===== src/hw/rtl/cvr_pkg.sv =====
`default_nettype none
package cvr_pkg;

  localparam int CompW  = 32;            // Q16.16 component width
  localparam int CoefW  = 17;            // Q1.16 coefficient, 65536 = 1.0
  localparam int RemW   = 64;            // divisor / remainder width (n.n)
  localparam int QBits  = 34;            // quotient bits, |vn| < 2^33
  localparam int NumW   = 96;            // |d| * |n_i| width
  localparam int CfgIdxW = 2;

  localparam logic [CfgIdxW-1:0] IdxRestitution = 2'd0;
  localparam logic [CfgIdxW-1:0] IdxFriction    = 2'd1;

  localparam logic signed [17:0] QOne   = 18'sd65536;
  localparam logic signed [38:0] OutMax = 39'sd2147483647;
  localparam logic signed [38:0] OutMin = -39'sd2147483648;

  typedef struct packed {
    logic [RemW-1:0] rem;
    logic            qbit;
  } div_res_t;

endpackage
`default_nettype wire


===== src/hw/rtl/cvr_div_step.sv =====
`default_nettype none
module cvr_div_step (
  input  wire logic [cvr_pkg::RemW-1:0] rem,
  input  wire logic [cvr_pkg::RemW-1:0] den,
  input  wire logic                     bit_in,
  output cvr_pkg::div_res_t             res
);
  import cvr_pkg::*;

  logic [RemW:0] shifted;
  logic [RemW:0] diff;

  // one restoring step; rem < den on entry keeps the result below den
  always_comb begin
    shifted = {rem, bit_in};
    diff    = shifted - {1'b0, den};
    if (shifted >= {1'b0, den}) begin
      res.rem  = diff[RemW-1:0];
      res.qbit = 1'b1;
    end else begin
      res.rem  = shifted[RemW-1:0];
      res.qbit = 1'b0;
    end
  end

endmodule
`default_nettype wire


===== config.mk =====
export PLATFORM = sky130hd
export DESIGN_NAME = cvr_div_step
export DESIGN_NICKNAME = d
export VERILOG_FILES = /design/src/hw/rtl/cvr_pkg.sv /design/src/hw/rtl/cvr_div_step.sv
export SDC_FILE = /design/constraint.sdc
export NUM_CORES = 1
export LEC_CHECK = 0
export BUFFER_PORTS_ARGS = -buffer_cell sky130_fd_sc_hd__buf_2
export CORE_MARGIN = 5
export CORE_UTILIZATION = 50
export DETAILED_ROUTE_END_ITERATION = 7
export PLACE_DENSITY = 0.82
export SYNTH_ARGS = -nofsm -noshare
export SYNTH_HDL_FRONTEND = slang
export SYNTH_SLANG_ARGS = --single-unit

===== constraint.sdc =====
create_clock -name vclk -period 4.5
set_clock_uncertainty 0.05 [all_clocks]
set_input_delay 0.45 -clock vclk [all_inputs]
set_output_delay 0.45 -clock vclk [all_outputs]
set_load 0.02 [all_outputs]

Word-level counts from Yosys, hierarchy flattened
Cells that the tools add are included.

cells by class
  $lt $le $gt $ge = 1
  add/sub/neg operators = 1
  mux-type cells = 1

operators by type and width
  operator                                      number
  greater-or-equal comparator 65 x 64 -> 1 bit  1
  two-way mux 65 bit                            1
  subtractor 64 bit                             1

storage, ports and cells
  register bits = 0
  input port bits = 129
  output and inout bits = 65
  logic and storage cells = 3

Depth between registers and ports, before layout
Gate-level depths: netlist of run 1.

  word-level depth = 2
  mapped depth = 14

Worst setup path before layout of run 1
Ideal clock, no wire load.

  path kind = input to output
  start point = in den[34] (netlist name)
  end point = out res[1] (netlist name)
  required time = 4.000 ns
  path slack = 0.640 ns
  stages = 13
  data arrival time = 3.360 ns
  buffers on the path = 1
  cell sequence = inv_1 ha_1 a21oi_2 o21bai_1 a21oi_1 o21ai_0 a221o_1 a41oi_2 o32ai_1 o311a_4 a31oi_4 buf_6 mux2i_1

RTL lines
  element      RTL line           source
  from (decl)  cvr_div_step.sv:4  input wire logic [cvr_pkg::RemW-1:0] den,
  to (decl)    cvr_div_step.sv:6  output cvr_pkg::div_res_t res

==> results of run 1 <==
==> how the worst max path moves through the flow <==
stage	start	end	slack (ps)	depth (start not counted)
finish	rem[3]	res[41]	170	14
detailed placement	rem[19]	res[41]	150	14
floorplan	den[34]	res[1]	640	13
global placement	rem[3]	res[41]	170	14
global route	rem[3]	res[41]	-0.6	14
CTS	rem[3]	res[41]	140	14
==> power by group through the flow <==
stage               sequential [uW]  combinational, uW  clock [uW]
detailed placement                0               1090           0
finish                            0               1100           0
global placement                  0               1090           0
global route                      0               1210           0
CTS                               0               1100           0
floorplan                         0                780           0
==> kinds of logic after synthesis <==
| family | after synthesis | synth area share (%) |
|---|---|---|
| buffers and inverters | 118 | 9.97 |
| AOI/OAI and AO/OA | 234 | 30.7 |
| adders and majority gates | 65 | 16.7 |
| and+or+nand+nor | 182 | 17.8 |
| xor gates and xnor gates | 59 | 10.5 |
| muxes | 63 | 14.3 |
==> layer usage <==
| layer | global-route usage, % | share of wire [%] | routed length (um) | up-vias |
|---|---|---|---|---|
| met1 | 32.7 | 46 | 6750 | 2645 |
| met5 | 0 | 0 | 0 | - |
| met2 | 39.0 | 45 | 6640 | 228 |
| met4 | 4.01 | 1.4 | 202 | 0 |
| li1 | - | - | - | 2954 |
| met3 | 1.48 | 7.3 | 1070 | 18 |
==> layout by cell type (no fill, tap or decap), types with 3 or more instances in the layout <==
cell type    n
xor2_1      24
nor4_1       6
o21bai_1    10
ha_1        64
nor2b_1      6
a31o_2       3
nor3_1       9
a221o_1      3
a211oi_1     4
nand4_1     18
a21oi_1     77
buf_2      194
nor2_1      29
inv_1       85
o21a_1       5
xnor2_1     35
nand2_1     69
o21ai_1      3
o211ai_1     4
nand3_1     14
a21boi_0     3
nand2b_1     6
mux2_2       5
buf_4       10
a21o_1      33
mux2_1      55
and2_1       7
and3_1      11
o21ai_0     45
mux2i_1      3
a31oi_1     13
o31ai_1      4
==> worst max-delay path, delay by kind of cell <==
kind                       cells  cell delay [ps]
AOI/OAI and AO/OA              9             2120
buffers and inverters          3              520
adders and majority gates      1              370
muxes                          1              380
==> stage by stage <==
step                area [sq um]  setup WS (ps)  hold slack, ps  cells
finish                      6020            165            1200   1027
global route                6020         -0.625            1210   1027
CTS                         5990            144            1200   1026
detailed placement          5990            152            1200   1026
global placement            5990            167            1200   1026
floorplan                   4920            640            1040    721
==> layout make-up <==
class | count | area, sq um
multi-input cells | 603 | 4450
fillers | 908 | 3660
repair buffers | 206 | 1090
inverters | 85 | 319
well taps | 133 | 166
==> timing repair <==
action,4_1_cts,5_1_grt
setup buffers,0,1
resized for setup,0,3
endpoints found under the hold margin,0,0
endpoints found under the setup margin,0,60
==> flow_summary.ini, run 1 <==
[hold_path]
holdPathStages = 3
min_from = rem[13]
hold-path-endpoint = res[15]
hold_path.class = primary input to output pin

[critical_path]
setup.worst_path.end_class = output pin
cp_slowest_cell = mux2_1
crit_fanout = 31
arrival_ps = 3830
crit_path_max_incr_delay_ps = 380
setup.worst_path.class = primary input to output pin
path_cells = buf_2 -> ha_1 -> a21o_1 -> a31oi_1 -> a21oi_1 -> o21ai_1 -> a21oi_1 -> a41oi_2 -> o32ai_2 -> o311a_4 -> a31oi_4 -> buf_12 -> mux2_1 -> buf_2
worstPathRequired_ps = 4000
start_kind = primary input

[timing]
fin_crit_ps = 4330
fmax_mhz = 231
fin_crit_sh_pct = 96.3
maxSlewViolCount = 0
hold_violations = 0
relSlewSlack_pct = 60.6
worstMarginPinSlew_ps = 586
fin_tns_setup_ps = 0
finalSetupViolations = 0

[floorplanning]
initial_core_util_pct = 50.8
rows = 36
pin_count = 194
die_width_um = 109
fp.dieH_um = 109
core_area_sq_mm = 0.00968
die-area_sq_mm = 0.0119

[pwr]
powerDensity_mw_per_mm2 = 183
p_int_uw = 459
power_frac_comb_pct = 100.0
p_leak_uw = 0.00315
p_clk_share_pct = 0
switching_share_pct = 58.4
power.switching_uw = 645
ir_worst_vdd_mv = 0.0986
seqPwrFrac_pct = 0
total_power_uw = 1100

[finish]
diodes = 0
layout-drive-gt1-share_pct = 25.5
area_growth_pct = 22.4
register_area_sq_um = 0
layout.nets = 1090
n_clock_buffer = 0
design.seq.count = 0
final_util_pct = 62.2

[route]
routed_wl_um = 14700
dr_total_vias = 5845
drc = 0
drtPass1Iterations = 5
drtIter0Drc = 302
ant_nets = 0
vias_per_cell = 5.69
wire_per_inst_um = 14.3

[synthesis]
synth_top_area_share_pct = 16.3
yosys-top-cells-count = inv_1, a21oi_1, nand2_1
ys_top_cells_by_area = ha_1, mux2_1, a21oi_1
synth.avg_cell_area_sq_um = 6.83
synthDistinctLibCells = 61
syn_area_sq_mm = 0.00492
synth_top_area_cell = ha_1
synth_nets = 915
synth_seq_area_share_pct = 0
yosysMostFrequentCell = inv_1
ys_warn_count = 0
syn_inst = 721

[global_routing]
grt_usage_pct = 23.1
grt_max_degree = 34
globalRouteOverflowTotal = 0
grt_pass1_vias = 5304
antenna_found_initial = 0
grt_pass1_wl_um = 23600

[placement]
gp_congestion = 0.975
io_buffers = 194
hpwlAfterDp_um = 12700

[status]
status = finished, final reports clean

[flow_run]
maxCapViolCount = 0

[clock_tree]
cts.hold.buffers_added = 0
Power figures use the tool's default switching activity.
==> inputs of run 2 (changes only) <==
Settings changed: ABC_CLOCK_PERIOD_IN_PS set to 4500, CORE_ASPECT_RATIO set to 2.
==> run 2 against run 1 <==
Core utilization rose by 0.17 points. First-iteration DRC count is 1.7% lower. Fmax is 0.57% lower. Setup slack worse by 25 ps. Hold slack gained 0.94 ps. Non-clock buffer count grew 3. Global-route usage increased by 3.7 points. Sequential share of layout area stayed put. Via count grew 4.7%. Largest power group unchanged. Largest cell class unchanged. Total power grew 3.7%.
==> flow_summary.ini, run 2 (synthesis gave the netlist of run 1 again) <==
[status]
status = finished, final reports clean

[timing]
finalSetupViolations = 0
hold_violations = 0
maxSlewViolCount = 0
worstMarginPinSlew_ps = 536
fin_crit_ps = 4360
fin_tns_setup_ps = 0
relSlewSlack_pct = 63.9
fin_crit_sh_pct = 96.9
fmax_mhz = 229

[clock_tree]
post_cts_resized = 0
cts.hold.buffers_added = 0
postCtsSetupRepairBufs = 0

[finish]
diodes = 0
register_area_sq_um = 0
fin_cells = 1029
n_clock_buffer = 0
final_common_cell = buf_2
design.seq.count = 0
final_util_pct = 62.4
area_growth_pct = 22.9
layout-drive-gt1-share_pct = 25.8
layout_common_cells = buf_2, inv_1, a21oi_1, nand2_1, ha_1
layout.nets = 1093
n_fill_cell = 981

[hold_path]
hold_path.class = primary input to output pin

[global_routing]
grt_pass1_vias = 6043
grt_pass1_wl_um = 26600
globalRouteOverflowTotal = 0
antenna_found_initial = 0
grt_usage_pct = 26.8
grt_max_degree = 50

[route]
wire_per_inst_um = 17.2
drtIter0Drc = 297
drtPass1Iterations = 6
drc = 0
dr_total_vias = 6119
vias_per_cell = 5.95
ant_nets = 0
routed_wl_um = 17700

[floorplanning]
initial_core_util_pct = 50.7
die-area_sq_mm = 0.0120
core_area_sq_mm = 0.00970
fp.dieH_um = 150
rows = 51
die_width_um = 80.2
pin_count = 194

[critical_path]
arrival_ps = 3860
worstPathRequired_ps = 4000
start_kind = primary input
setup.worst_path.end_class = output pin
setup.worst_path.class = primary input to output pin
crit_fanout = 12

[placement]
dp.cells = 1027
hpwlAfterDp_um = 15000
io_buffers = 194
gp_congestion = 1.03

[pwr]
powerDensity_mw_per_mm2 = 189
p_leak_uw = 0.00316
total_power_uw = 1150
ir_worst_vdd_mv = 0.126

[flow_run]
maxCapViolCount = 0
[run 2: cell count changes in the layout (fill, tap and decap cells not counted), sizes merged]
cell	delta
buf	+2
clkbuf	+1
[run 2: area by class of cell]
class	count	area [sq um]	area share, %
multi-input combinational	603	4440	73.4
inverter	85	319	5.27
timing repair buffer	209	1120	18.6
tap	132	165	2.73
[run 2: stage by stage]
step	instance area, sq um	hold slack [ps]	setup slack [ps]
3_3_place_gp	6000	1200	243
3_5_place_dp	6000	1200	180
6_report	6050	1200	140
2_1_floorplan	4920	1040	640
5_1_grt	6050	1220	-2.49
4_1_cts	6000	1200	172
[run 2: metal layers]
metal	global-route usage [%]	routed length (um)	up-vias
met5	0	0	-
met1	24.7	5820	2785
li1	-	-	2945
met2	54.5	9820	293
met3	1.74	853	96
met4	15.6	1170	0
[run 2: worst max-delay path: stages]
cell and delay, ps:
buf_2 110, ha_1 410, a21oi_2 290, o21ai_1 110, nand3b_1 100, o2111ai_1 110
a221o_1 350, a41oi_2 270, o32ai_1 200, o311a_4 370, a31oi_4 310, buf_6 270
mux2_1 340, buf_2 160
[run 2: where the power goes]
part           total, uW  switching (uW)  internal [uW]
registers              0               0              0
logic               1150             679            466
clock network          0               0              0
[run 2: worst paths after layout]
check	startpoint	to	cells after the start
setup / recovery	rem[19]	res[7]	14
hold / removal	rem[9]	res[11]	3
